## src/tmse_pkg.sv

```systemverilog
package tmse_pkg;

    // Input field width
    localparam int DIM_BITS = 16;

    // Working width for sizes: input fields and the 16-bit minimum registers
    localparam int XW  = (DIM_BITS > 16) ? DIM_BITS : 16;
    localparam int XW1 = XW + 1;
    // Width of a halving count (0 .. XW)
    localparam int CW  = $clog2(XW + 1);
    // Step index of the serial divider
    localparam int KW  = $clog2(XW);

    localparam int CFG_W    = 16;
    localparam int FIT_W    = 17;
    localparam int BYTES_W  = 36;
    localparam int MIP_W    = 5;

    localparam logic [FIT_W-1:0]   FIT_MAX   = '1;
    localparam logic [BYTES_W-1:0] BYTES_MAX = '1;
    localparam logic [MIP_W-1:0]   MIP_MAX   = '1;

    // Register indexes
    localparam logic [3:0] REG_MIN_WIDTH   = 4'd0;
    localparam logic [3:0] REG_MIN_HEIGHT  = 4'd1;
    localparam logic [3:0] REG_BLOCK_WIDTH = 4'd2;
    localparam logic [3:0] REG_BLOCK_HEIGHT = 4'd3;
    localparam logic [3:0] REG_BITS_PER_BLOCK = 4'd4;
    localparam logic [3:0] REG_IS_COMPRESSED  = 4'd5;
    localparam logic [3:0] REG_NEEDS_SQUARE   = 4'd6;
    localparam logic [3:0] REG_IGNORE_BLOCK   = 4'd7;

    // Register reset values
    localparam logic [15:0] RST_MIN_WIDTH      = 16'd1;
    localparam logic [15:0] RST_MIN_HEIGHT     = 16'd1;
    localparam logic [3:0]  RST_BLOCK_WIDTH    = 4'd1;
    localparam logic [3:0]  RST_BLOCK_HEIGHT   = 4'd1;
    localparam logic [7:0]  RST_BITS_PER_BLOCK = 8'd32;

    // Command to the serial divide / halving unit
    typedef struct packed {
        logic          start;
        logic [XW-1:0] dividend;
        logic [3:0]    divisor;
        logic [XW-1:0] lim;
        logic          ign;
    } t_div_ctl;

    // Result of one pass
    typedef struct packed {
        logic          done;
        logic [XW-1:0] quo;
        logic [3:0]    rem;
        logic [CW-1:0] cnt;
    } t_div_res;

    function automatic logic is_pow2_or_zero(input logic [XW-1:0] v);
        return (v & (v - XW'(1))) == '0;
    endfunction

    // Smallest power of two >= v, v >= 1
    function automatic logic [XW:0] pow2_ceil(input logic [XW-1:0] v);
        logic [XW-1:0] s;
        s = v - XW'(1);
        for (int i = 1; i < XW; i = i * 2) begin
            s = s | (s >> i);
        end
        return {1'b0, s} + XW1'(1);
    endfunction

endpackage

```

## src/tmse_div_unit.sv

```systemverilog
// Serial MSB-first divide by a 4-bit divisor, one dividend bit per cycle.
// The running prefix equals dividend >> k, so the halving test
// (prefix >= lim and, unless ign is set, prefix % divisor == 0) is checked on the way down;
// the count of passing steps, reset on a failure, ends as the halving count.
module tmse_div_unit (
    input  logic               i_clk,
    input  logic               i_rst_n,
    input  tmse_pkg::t_div_ctl i_ctl,
    output tmse_pkg::t_div_res o_res
);

    logic                        r_busy;
    logic                        r_done;
    logic [tmse_pkg::KW-1:0]     r_k;
    logic [tmse_pkg::XW-1:0]     r_sh;
    logic [tmse_pkg::XW-1:0]     r_pref;
    logic [tmse_pkg::XW-1:0]     r_q;
    logic [3:0]                  r_rem;
    logic [tmse_pkg::CW-1:0]     r_cnt;
    logic [3:0]                  r_div;
    logic [tmse_pkg::XW-1:0]     r_lim;
    logic                        r_ign;

    logic                        s_bit;
    logic [tmse_pkg::XW-1:0]     n_pref;
    logic [4:0]                  s_part;
    logic                        s_ge;
    logic [3:0]                  n_rem;
    logic                        s_ok;
    logic [tmse_pkg::CW-1:0]     n_cnt;

    always_comb begin
        s_bit  = r_sh[tmse_pkg::XW-1];
        n_pref = {r_pref[tmse_pkg::XW-2:0], s_bit};
        s_part = {r_rem, s_bit};
        s_ge   = s_part >= {1'b0, r_div};
        n_rem  = s_ge ? 4'(s_part - {1'b0, r_div}) : s_part[3:0];
        s_ok   = (n_pref >= r_lim) && (r_ign || (n_rem == 4'd0));
        n_cnt  = s_ok ? (r_cnt + tmse_pkg::CW'(1)) : '0;
    end

    always_ff @(posedge i_clk) begin
        if (!i_rst_n) begin
            r_busy <= 1'b0;
            r_done <= 1'b0;
        end else begin
            r_done <= 1'b0;
            if (i_ctl.start) begin
                r_busy <= 1'b1;
                r_k    <= tmse_pkg::KW'(tmse_pkg::XW - 1);
                r_sh   <= i_ctl.dividend;
                r_pref <= '0;
                r_q    <= '0;
                r_rem  <= 4'd0;
                r_cnt  <= '0;
                r_div  <= i_ctl.divisor;
                r_lim  <= i_ctl.lim;
                r_ign  <= i_ctl.ign;
            end else if (r_busy) begin
                r_sh   <= {r_sh[tmse_pkg::XW-2:0], 1'b0};
                r_pref <= n_pref;
                r_q    <= {r_q[tmse_pkg::XW-2:0], s_ge};
                r_rem  <= n_rem;
                r_cnt  <= n_cnt;
                if (r_k == '0) begin
                    r_busy <= 1'b0;
                    r_done <= 1'b1;
                end else begin
                    r_k <= r_k - tmse_pkg::KW'(1);
                end
            end
        end
    end

    assign o_res.done = r_done;
    assign o_res.quo  = r_q;
    assign o_res.rem  = r_rem;
    assign o_res.cnt  = r_cnt;

    a_no_restart: assert property (@(posedge i_clk) disable iff (!i_rst_n)
        i_ctl.start |-> !r_busy)
        else $error("divider restarted while busy");

    a_done_after_last: assert property (@(posedge i_clk) disable iff (!i_rst_n)
        r_busy && !i_ctl.start && (r_k == '0) |=> r_done && !r_busy)
        else $error("divider did not finish after last step");

    a_rem_range: assert property (@(posedge i_clk) disable iff (!i_rst_n)
        r_done && (r_div != 4'd0) |-> r_rem < r_div)
        else $error("remainder not below divisor");

endmodule

```

## src/texture_mip_and_size_evaluator.sv

```systemverilog
// Texture mip count and size evaluator.
//
// Input channel (i_in_valid / o_in_ready) takes one word: image width,
// height and depth. Output channel (o_out_valid / i_out_ready) gives one
// word per input: mip count, size-valid flag, fitted width and height, and
// the byte size of the image, saturated (zero when the size is not legal).
// The format is described by eight registers on the plain write port
// (i_cfg_we, i_cfg_index, i_cfg_data); write them only while idle.
//
// One serial divider does all the work, one bit per cycle: a width pass
// and a height pass (quotient, remainder and halving count together; the
// depth count runs alongside the width pass), and for block-rounded
// formats one extra pass per side that sits below its minimum. Then the
// states S_MUL1 and S_MUL2 do the two multiplies and S_DONE loads the
// output register, and the next word is accepted in the cycle the result
// shows.
// Reset returns the registers to their defaults and empties the block.
// A result not yet taken sits in the output register; a new word is still
// taken meanwhile, and the block then holds its next result internally
// until the output register frees up.
module texture_mip_and_size_evaluator (
    input  logic                          i_clk,
    input  logic                          i_rst_n,

    input  logic                          i_in_valid,
    output logic                          o_in_ready,
    input  logic [tmse_pkg::DIM_BITS-1:0] i_image_width,
    input  logic [tmse_pkg::DIM_BITS-1:0] i_image_height,
    input  logic [tmse_pkg::DIM_BITS-1:0] i_image_depth,

    output logic                          o_out_valid,
    input  logic                          i_out_ready,
    output logic [tmse_pkg::MIP_W-1:0]    o_mip_count,
    output logic                          o_size_valid,
    output logic [tmse_pkg::FIT_W-1:0]    o_fit_width,
    output logic [tmse_pkg::FIT_W-1:0]    o_fit_height,
    output logic [tmse_pkg::BYTES_W-1:0]  o_data_bytes,

    input  logic                          i_cfg_we,
    input  logic [3:0]                    i_cfg_index,
    input  logic [tmse_pkg::CFG_W-1:0]    i_cfg_data
);

    localparam int XW  = tmse_pkg::XW;
    localparam int CW  = tmse_pkg::CW;
    localparam int FX  = XW + 2;                 // fit arithmetic width
    localparam int BW2 = 2 * XW;                 // block count width
    localparam int PW  = BW2 + 8;                // blocks * bits_per_block
    localparam int MCW = (CW > tmse_pkg::MIP_W) ? CW : tmse_pkg::MIP_W;
    localparam logic [63:0] BLK_LIMIT = 64'd1 << 39;

    typedef enum logic [2:0] {S_IDLE, S_PASS, S_MUL1, S_MUL2, S_DONE} t_state;
    typedef enum logic [1:0] {P_W, P_H, P_FW, P_FH} t_pass;

    // Format registers
    logic [15:0] r_min_width, r_min_height;
    logic [3:0]  r_block_width, r_block_height;
    logic [7:0]  r_bits_per_block;
    logic        r_is_compressed, r_needs_square, r_ignore_block;

    t_state r_state, n_state;
    t_pass  r_pass, n_pass;

    // Word under work
    logic [XW-1:0]  r_w, r_h, r_dsh;
    logic           r_dseen;
    logic [CW-1:0]  r_cd, r_cw, r_ch;
    logic [XW-1:0]  r_qw, r_qh;
    logic [3:0]     r_rw, r_rh, r_rfw, r_rfh;
    logic [tmse_pkg::MIP_W-1:0] r_mips;
    logic           r_valid;
    logic [tmse_pkg::FIT_W-1:0] r_fw, r_fh;
    logic [BW2-1:0] r_blocks;
    logic [PW-1:0]  r_prod;

    // Output register
    logic           r_ovalid;
    logic [tmse_pkg::MIP_W-1:0]   r_omips;
    logic           r_ovalid_size;
    logic [tmse_pkg::FIT_W-1:0]   r_ofw, r_ofh;
    logic [tmse_pkg::BYTES_W-1:0] r_obytes;

    tmse_pkg::t_div_ctl s_ctl;
    tmse_pkg::t_div_res s_res;

    // Effective format values
    logic [XW-1:0] s_mw, s_mh;
    logic [3:0]    s_bw, s_bh;
    logic          s_ign, s_sq, s_round, s_need_fw, s_need_fh, s_launch;
    logic          s_load;

    always_comb begin
        s_mw      = (r_min_width == 16'd0) ? XW'(1) : XW'(r_min_width);
        s_mh      = (r_min_height == 16'd0) ? XW'(1) : XW'(r_min_height);
        s_bw      = (r_block_width == 4'd0) ? 4'd1 : r_block_width;
        s_bh      = (r_block_height == 4'd0) ? 4'd1 : r_block_height;
        s_ign     = r_ignore_block;
        s_sq      = r_needs_square;
        s_round   = !s_ign && !s_sq;
        s_need_fw = s_round && (r_w < s_mw);
        s_need_fh = s_round && (r_h < s_mh);
    end

    assign s_load = (r_state == S_DONE) && (!r_ovalid || i_out_ready);

    // Sequencer: picks the next divider pass and launches it
    always_comb begin
        n_state  = r_state;
        n_pass   = r_pass;
        s_launch = 1'b0;
        case (r_state)
            S_IDLE: begin
                if (i_in_valid) begin
                    n_pass   = P_W;
                    s_launch = 1'b1;
                    n_state  = S_PASS;
                end
            end
            S_PASS: begin
                if (s_res.done) begin
                    case (r_pass)
                        P_W: begin
                            n_pass   = P_H;
                            s_launch = 1'b1;
                        end
                        P_H: begin
                            if (s_need_fw) begin
                                n_pass   = P_FW;
                                s_launch = 1'b1;
                            end else if (s_need_fh) begin
                                n_pass   = P_FH;
                                s_launch = 1'b1;
                            end else begin
                                n_state = S_MUL1;
                            end
                        end
                        P_FW: begin
                            if (s_need_fh) begin
                                n_pass   = P_FH;
                                s_launch = 1'b1;
                            end else begin
                                n_state = S_MUL1;
                            end
                        end
                        default: n_state = S_MUL1;
                    endcase
                end
            end
            S_MUL1:  n_state = S_MUL2;
            S_MUL2:  n_state = S_DONE;
            S_DONE: begin
                if (s_load) n_state = S_IDLE;
            end
            default: n_state = S_IDLE;
        endcase

        s_ctl.start = s_launch;
        s_ctl.ign   = s_ign;
        case (n_pass)
            P_W: begin
                s_ctl.dividend = XW'(i_image_width);
                s_ctl.divisor  = s_bw;
                s_ctl.lim      = s_mw;
            end
            P_H: begin
                s_ctl.dividend = r_h;
                s_ctl.divisor  = s_bh;
                s_ctl.lim      = s_mh;
            end
            P_FW: begin
                s_ctl.dividend = s_mw;
                s_ctl.divisor  = s_bw;
                s_ctl.lim      = s_mw;
            end
            default: begin
                s_ctl.dividend = s_mh;
                s_ctl.divisor  = s_bh;
                s_ctl.lim      = s_mh;
            end
        endcase
    end

    tmse_div_unit u_div (
        .i_clk   (i_clk),
        .i_rst_n (i_rst_n),
        .i_ctl   (s_ctl),
        .o_res   (s_res)
    );

    // Depth lane: bit length of depth, one bit per width-pass cycle
    logic s_dseen;
    assign s_dseen = r_dseen | r_dsh[XW-1];

    // Result assembly (MUL1 stage)
    logic [CW-1:0]  s_mips_raw, s_cmax;
    logic [MCW-1:0] s_mips_ext;
    logic           s_valid;
    logic [XW-1:0]  s_fw0, s_fh0, s_mx;
    logic [XW:0]    s_p2;
    logic           s_sq_fix;
    logic [3:0]     s_rem_fw, s_rem_fh;
    logic [FX-1:0]  s_fw1, s_fh1, s_upw, s_uph;
    logic [XW-1:0]  s_ceil_w, s_ceil_h;

    always_comb begin
        s_cmax     = (r_cw > r_ch) ? r_cw : r_ch;
        if (r_is_compressed) begin
            s_mips_raw = (r_cw < r_ch) ? r_cw : r_ch;
        end else begin
            s_mips_raw = (r_cd > s_cmax) ? r_cd : s_cmax;
        end
        if (s_mips_raw == '0) s_mips_raw = CW'(1);
        s_mips_ext = MCW'(s_mips_raw);
        if (s_mips_ext > MCW'(tmse_pkg::MIP_MAX)) s_mips_ext = MCW'(tmse_pkg::MIP_MAX);

        // Legal size: square rule, then minimum, then block multiple
        if (s_sq && ((r_w != r_h) || !tmse_pkg::is_pow2_or_zero(r_w))) begin
            s_valid = 1'b0;
        end else if ((r_w < s_mw) || (r_h < s_mh)) begin
            s_valid = 1'b0;
        end else if (!s_ign && ((r_rw != 4'd0) || (r_rh != 4'd0))) begin
            s_valid = 1'b0;
        end else begin
            s_valid = 1'b1;
        end

        // Fitted size
        s_fw0    = (r_w < s_mw) ? s_mw : r_w;
        s_fh0    = (r_h < s_mh) ? s_mh : r_h;
        s_mx     = (s_fw0 > s_fh0) ? s_fw0 : s_fh0;
        s_p2     = tmse_pkg::pow2_ceil(s_mx);
        s_sq_fix = s_sq && ((s_fw0 != s_fh0) || !tmse_pkg::is_pow2_or_zero(s_fw0));
        s_rem_fw = (r_w < s_mw) ? r_rfw : r_rw;
        s_rem_fh = (r_h < s_mh) ? r_rfh : r_rh;
        s_upw    = FX'(s_fw0) + ((s_rem_fw != 4'd0) ? FX'(s_bw - s_rem_fw) : FX'(0));
        s_uph    = FX'(s_fh0) + ((s_rem_fh != 4'd0) ? FX'(s_bh - s_rem_fh) : FX'(0));
        if (s_sq_fix) begin
            s_fw1 = FX'(s_p2);
            s_fh1 = FX'(s_p2);
        end else if (s_round) begin
            s_fw1 = s_upw;
            s_fh1 = s_uph;
        end else begin
            s_fw1 = FX'(s_fw0);
            s_fh1 = FX'(s_fh0);
        end

        // Block counts, rounded up
        s_ceil_w = r_qw + ((r_rw != 4'd0) ? XW'(1) : XW'(0));
        s_ceil_h = r_qh + ((r_rh != 4'd0) ? XW'(1) : XW'(0));
    end

    // Byte size, saturated
    logic [PW-1:0]                s_bytes_full;
    logic [tmse_pkg::BYTES_W-1:0] s_bytes;
    always_comb begin
        s_bytes_full = r_prod >> 3;
        if (!r_valid) begin
            s_bytes = '0;
        end else if ((64'(r_blocks) > BLK_LIMIT) ||
                     (s_bytes_full > PW'(tmse_pkg::BYTES_MAX))) begin
            s_bytes = tmse_pkg::BYTES_MAX;
        end else begin
            s_bytes = s_bytes_full[tmse_pkg::BYTES_W-1:0];
        end
    end

    always_ff @(posedge i_clk) begin
        if (!i_rst_n) begin
            r_state          <= S_IDLE;
            r_pass           <= P_W;
            r_ovalid         <= 1'b0;
            r_min_width      <= tmse_pkg::RST_MIN_WIDTH;
            r_min_height     <= tmse_pkg::RST_MIN_HEIGHT;
            r_block_width    <= tmse_pkg::RST_BLOCK_WIDTH;
            r_block_height   <= tmse_pkg::RST_BLOCK_HEIGHT;
            r_bits_per_block <= tmse_pkg::RST_BITS_PER_BLOCK;
            r_is_compressed  <= 1'b0;
            r_needs_square   <= 1'b0;
            r_ignore_block   <= 1'b0;
        end else begin
            r_state <= n_state;
            r_pass  <= n_pass;

            if (i_cfg_we) begin
                case (i_cfg_index)
                    tmse_pkg::REG_MIN_WIDTH:      r_min_width      <= i_cfg_data[15:0];
                    tmse_pkg::REG_MIN_HEIGHT:     r_min_height     <= i_cfg_data[15:0];
                    tmse_pkg::REG_BLOCK_WIDTH:    r_block_width    <= i_cfg_data[3:0];
                    tmse_pkg::REG_BLOCK_HEIGHT:   r_block_height   <= i_cfg_data[3:0];
                    tmse_pkg::REG_BITS_PER_BLOCK: r_bits_per_block <= i_cfg_data[7:0];
                    tmse_pkg::REG_IS_COMPRESSED:  r_is_compressed  <= i_cfg_data[0];
                    tmse_pkg::REG_NEEDS_SQUARE:   r_needs_square   <= i_cfg_data[0];
                    tmse_pkg::REG_IGNORE_BLOCK:   r_ignore_block   <= i_cfg_data[0];
                    default: ;
                endcase
            end

            // Latch the word
            if ((r_state == S_IDLE) && i_in_valid) begin
                r_w     <= XW'(i_image_width);
                r_h     <= XW'(i_image_height);
                r_dsh   <= XW'(i_image_depth);
                r_dseen <= 1'b0;
                r_cd    <= '0;
            end

            // Depth lane steps with the width pass
            if ((r_state == S_PASS) && (r_pass == P_W) && !s_res.done) begin
                r_dsh   <= {r_dsh[XW-2:0], 1'b0};
                r_dseen <= s_dseen;
                if (s_dseen) r_cd <= r_cd + CW'(1);
            end

            if ((r_state == S_PASS) && s_res.done) begin
                case (r_pass)
                    P_W: begin
                        r_qw <= s_res.quo;
                        r_rw <= s_res.rem;
                        r_cw <= s_res.cnt;
                    end
                    P_H: begin
                        r_qh <= s_res.quo;
                        r_rh <= s_res.rem;
                        r_ch <= s_res.cnt;
                    end
                    P_FW:    r_rfw <= s_res.rem;
                    default: r_rfh <= s_res.rem;
                endcase
            end

            if (r_state == S_MUL1) begin
                r_mips   <= s_mips_ext[tmse_pkg::MIP_W-1:0];
                r_valid  <= s_valid;
                r_fw     <= (s_fw1 > FX'(tmse_pkg::FIT_MAX)) ? tmse_pkg::FIT_MAX
                                                              : s_fw1[tmse_pkg::FIT_W-1:0];
                r_fh     <= (s_fh1 > FX'(tmse_pkg::FIT_MAX)) ? tmse_pkg::FIT_MAX
                                                              : s_fh1[tmse_pkg::FIT_W-1:0];
                r_blocks <= BW2'(s_ceil_w) * BW2'(s_ceil_h);
            end

            if (r_state == S_MUL2) begin
                r_prod <= PW'(r_blocks) * PW'(r_bits_per_block);
            end

            if (s_load) begin
                r_ovalid      <= 1'b1;
                r_omips       <= r_mips;
                r_ovalid_size <= r_valid;
                r_ofw         <= r_fw;
                r_ofh         <= r_fh;
                r_obytes      <= s_bytes;
            end else if (i_out_ready) begin
                r_ovalid <= 1'b0;
            end
        end
    end

    assign o_in_ready   = (r_state == S_IDLE);
    assign o_out_valid  = r_ovalid;
    assign o_mip_count  = r_omips;
    assign o_size_valid = r_ovalid_size;
    assign o_fit_width  = r_ofw;
    assign o_fit_height = r_ofh;
    assign o_data_bytes = r_obytes;

    a_busy_after_accept: assert property (@(posedge i_clk) disable iff (!i_rst_n)
        i_in_valid && o_in_ready |=> !o_in_ready)
        else $error("ready right after accepting a word");

    a_mips_nonzero: assert property (@(posedge i_clk) disable iff (!i_rst_n)
        o_out_valid |-> o_mip_count != '0)
        else $error("mip count of zero delivered");

    a_bytes_zero_if_bad: assert property (@(posedge i_clk) disable iff (!i_rst_n)
        o_out_valid && !o_size_valid |-> o_data_bytes == '0)
        else $error("nonzero byte size on an illegal size");

    a_done_in_pass: assert property (@(posedge i_clk) disable iff (!i_rst_n)
        s_res.done |-> r_state == S_PASS)
        else $error("divider finished outside a pass");

endmodule

```

## config.mk

```make
export PLATFORM = sky130hd
export DESIGN_NAME = texture_mip_and_size_evaluator
export DESIGN_NICKNAME = d
export VERILOG_FILES = /design/src/tmse_pkg.sv /design/src/tmse_div_unit.sv /design/src/texture_mip_and_size_evaluator.sv
export SDC_FILE = /design/constraint.sdc
export NUM_CORES = 2
export LEC_CHECK = 0
export BUFFER_PORTS_ARGS = -buffer_cell sky130_fd_sc_hd__buf_2
export CORE_AREA = 2 2 280 282
export CTS_CLUSTER_DIAMETER = 100
export DETAILED_ROUTE_END_ITERATION = 10
export DIE_AREA = 0 0 282 284
export PLACE_DENSITY = 0.64
export SYNTH_ARGS = -nofsm -noshare
export SYNTH_HDL_FRONTEND = slang
export SYNTH_SLANG_ARGS = --single-unit
```

## constraint.sdc

```tcl
create_clock -name i_clk -period 9.55 [get_ports i_clk]
set_input_delay 0.4775 -clock i_clk [delete_from_list [all_inputs] [get_ports i_clk]]
set_output_delay 0.4775 -clock i_clk [all_outputs]
set_load 0.03 [all_outputs]
```

==> impl_metrics.csv <==
group,metric,value,unit
critical_path,cp.arrival,9.23,ns
clock_network,cts_tree,"yes",
layout,multiInputGateArea,0.0240,sq mm
yosys,synth_area,0.0390,sq mm
layout,regArea,0.0125,sq mm
yosys,ys.warnings.count,0,
sta,fmax,113,MHz
die,dieWidth,282,um
sta,period_minus_slack,8.87,ns
die,rows,102,
place,port_buffers,150,
die,ios,151,
grt,antenna_found_initial,0,
detailed_routing,vias,28900,
place,placed_cell_area,0.0409,sq mm
yosys,ys.flop_type,"edfxtp_1",
grt,grt_start_max_net_pins,73,
place,place_congestion,0.958,
yosys,yosysTopAreaCell,"edfxtp_1",
grt,grt_pass1_vias,29300,
critical_path,cpMaxStageDelayCell,"xor2_1",
grt,grt_pass1_wl,158,mm
clock_network,clk-insertion-delay-late,0.64,ns
sta,tightest_slew,1.29,ns
layout,nets,4824,
yosys,synth.top_cells.by_area,"edfxtp_1, fa_1, ha_1",
yosys,ys_seq_elements,437,
clock_network,cts_buffer_depth,3,
place,hpwl,77.6,mm
layout,areaGrowthSynthToFinish,9.98,%
sta,rsz0062_at_grt,"false",
layout,antenna_cells,0,
worst_hold_path,hold_class,"in -> reg",
die,dieArea,0.0801,sq mm
die,coreArea,0.0770,sq mm
yosys,synth_cell_types,91,
sta,skew,0.0889,ns
detailed_routing,dr.pass1.iters,6,
flow_run,max_cap_viol_count,0,
layout,drive_gt1_frac,0.0897,
die,start_util,0.506,
grt,grt-ovfl-total,0,
yosys,syn-num-nets,4701,
critical_path,slowest_delay,0.61,ns
yosys,synth.avg_cell_area,9.86,sq um
yosys,synth-async-reset-ratio,0,
clock_network,htree_levels,2,
clock_network,cts.sink_count,437,
critical_path,critPathMostFrequentCell,"fa_1",
detailed_routing,postRouteAntennaNets,0,
critical_path,critPathKind,"reg -> reg",
grt,grt.total_usage,0.251,
critical_path,required,9.91,ns
critical_path,critPathCaptureType,"register",
sta,maxSlewViolCount,0,
detailed_routing,drc,0,
yosys,ys_seq_area_frac,0.322,
clock_network,clock-root-buffer,"clkbuf_16",
outcome,status,"complete, no violations",
yosys,synth.top_cell.area_share,0.291,
yosys,synth_edf_count,378,
detailed_routing,wl_per_cell,19.3,um
critical_path,path_max_fanout,8,
detailed_routing,vias_per_cell,5.62,
die,die_h,284,um
power,p_per_area,114,mW/mm^2
layout,n_fill_cell,6854,
clock_network,clk_pin_slew,0.06,ns
detailed_routing,routed_wl,99.4,mm
sta,slew_headroom,0.134,
sta,tns,0,ns
clock_network,cts_buffers,50,
critical_path,worstSetupStartpointType,"register",
sta,setup_viol,0,
sta,fin_crit_sh,0.929,
sta,hold_viol_final,0,
sta,whs,0.0438,ns
yosys,synthCells,3953,
yosys,ys_top_cells_by_count,"nand2_1, inv_1, fa_1",
power,peakVddDrop,0.000199,V
yosys,yosysMostFrequentCell,"nand2_1",
layout,final_area,0.0429,sq mm
power,p_leak,18.6,nW
detailed_routing,drt_iter0_drc,2120,
-- per-stage QoR --
stage                     std cells  utilization  setup slack [ns]  power (mW)
after floorplan                3953            -              1.25        2.69
after global placement         5044        0.532             0.885        2.90
after detailed placement       5044        0.532             0.737        2.90
after CTS                      5155        0.557             0.724        4.93
after global routing           5155        0.557             0.242        5.09
final                          5155        0.557             0.676        4.89
-- area by class of cell --
class / count / share of cell area
well taps: 1040 / 0.0304
flip-flops and latches: 437 / 0.292
clock inverters: 31 / 0.00975
inverters: 502 / 0.0440
clock buffers: 60 / 0.0308
repair buffers: 231 / 0.0329
multi-input cells: 2854 / 0.560
-- cells by family (layout without fill, tap and decap cells) --
family	Yosys count	after routing	synth area share
buffers and inverters	662	824	0.0644
AND/OR/NAND/NOR	1291	1291	0.158
multiplexers	96	96	0.0261
adder cells (fa/ha/maj)	678	678	0.290
flip-flops	437	437	0.322
AO/OA/AOI/OAI	631	631	0.103
XOR/XNOR	158	158	0.0357
-- where the power goes --
| group | leakage [nW] | internal [mW] | total, mW | switching, mW |
|---|---|---|---|---|
| clock network | 0.845 | 1.19 | 2.01 | 0.821 |
| logic | 13.8 | 0.281 | 0.707 | 0.426 |
| registers | 3.95 | 2.13 | 2.17 | 0.0418 |
-- cells in the final DEF, fill, tap and decap left out, types with 9 or more instances in the layout --
| cell type | synthesis | layout |
|---|---|---|
| xor2_1 | 57 | 57 |
| nand3_1 | 57 | 57 |
| a31oi_1 | 14 | 14 |
| nand2b_1 | 31 | 31 |
| clkbuf_16 | 0 | 51 |
| o21a_1 | 68 | 67 |
| mux2i_1 | 60 | 60 |
| o21ai_0 | 191 | 190 |
| edfxtp_1 | 378 | 378 |
| and2_1 | 221 | 221 |
| a211o_1 | 11 | 11 |
| ha_1 | 296 | 296 |
| a21oi_1 | 139 | 139 |
| or4_1 | 10 | 10 |
| a211oi_1 | 26 | 26 |
| dfxtp_1 | 59 | 59 |
| mux2_2 | 33 | 33 |
| dlygate4sd3_1 | 0 | 20 |
| o21bai_1 | 11 | 11 |
| and3_1 | 29 | 28 |
| buf_4 | 0 | 61 |
| nand4_1 | 13 | 13 |
| nor4_1 | 22 | 22 |
| nor3_1 | 50 | 50 |
| xnor2_1 | 100 | 98 |
| o211ai_1 | 30 | 30 |
| or2_2 | 10 | 10 |
| a21o_1 | 43 | 43 |
| nand2_1 | 570 | 570 |
| o31ai_1 | 13 | 13 |
| fa_1 | 379 | 379 |
| nor2_1 | 191 | 187 |
| inv_1 | 501 | 500 |
| buf_2 | 7 | 150 |
| and4_1 | 9 | 9 |
| nor2b_1 | 20 | 20 |
| or3_1 | 19 | 19 |
-- what timing repair did --
item                                    CTS  global route
endpoints found under the hold margin    20             0
endpoints found under the setup margin    0             0
gates resized for setup                   0             0
hold buffers                             20             0
setup buffers                             0             0
-- worst max-delay path: cells and delay by family, from the launching register on --
kind	cells	cell delay, ns
AO/OA/AOI/OAI	7	1.62
XOR/XNOR	2	0.70
adder cells (fa/ha/maj)	9	3.77
buffers and inverters	3	0.16
flip-flops	1	0.38
AND/OR/NAND/NOR	8	1.98
-- sequential cells by signal (all words and copies together), names as in the netlist, 8 cells and up --
register          count
r_prod               37
o_data_bytes         36
r_blocks             32
o_fit_height         17
o_fit_width          17
r_fh                 17
r_fw                 17
r_dsh                16
r_h                  16
r_min_height         16
r_min_width          16
r_qh                 16
r_qw                 16
r_w                  16
u_div.r_lim          16
u_div.r_q            16
u_div.r_sh           16
u_div.r_pref         15
r_bits_per_block      8
-- layer usage --
layer,part of all wire,track usage,routed length [um],vias to the layer above
met3,0.063,0.0334,6230,228
met5,0,0,0,-
met1,0.41,0.331,40800,14200
met4,0.046,0.111,4610,0
met2,0.48,0.413,47800,967
li1,-,-,-,13500
-- path summary, 6_finish.rpt --
path                     from               end  slack [ns]  cells past startpoint
max reg2reg           r_rh[3]      r_blocks[31]        0.68                     29
min          i_image_width[6]            r_w[6]        0.04                      1
min reg2reg          r_fh[13]  o_fit_height[13]        0.42                      0
max                   r_rh[3]      r_blocks[31]        0.68                     29
No activity file was read; power rests on OpenSTA's default activity.
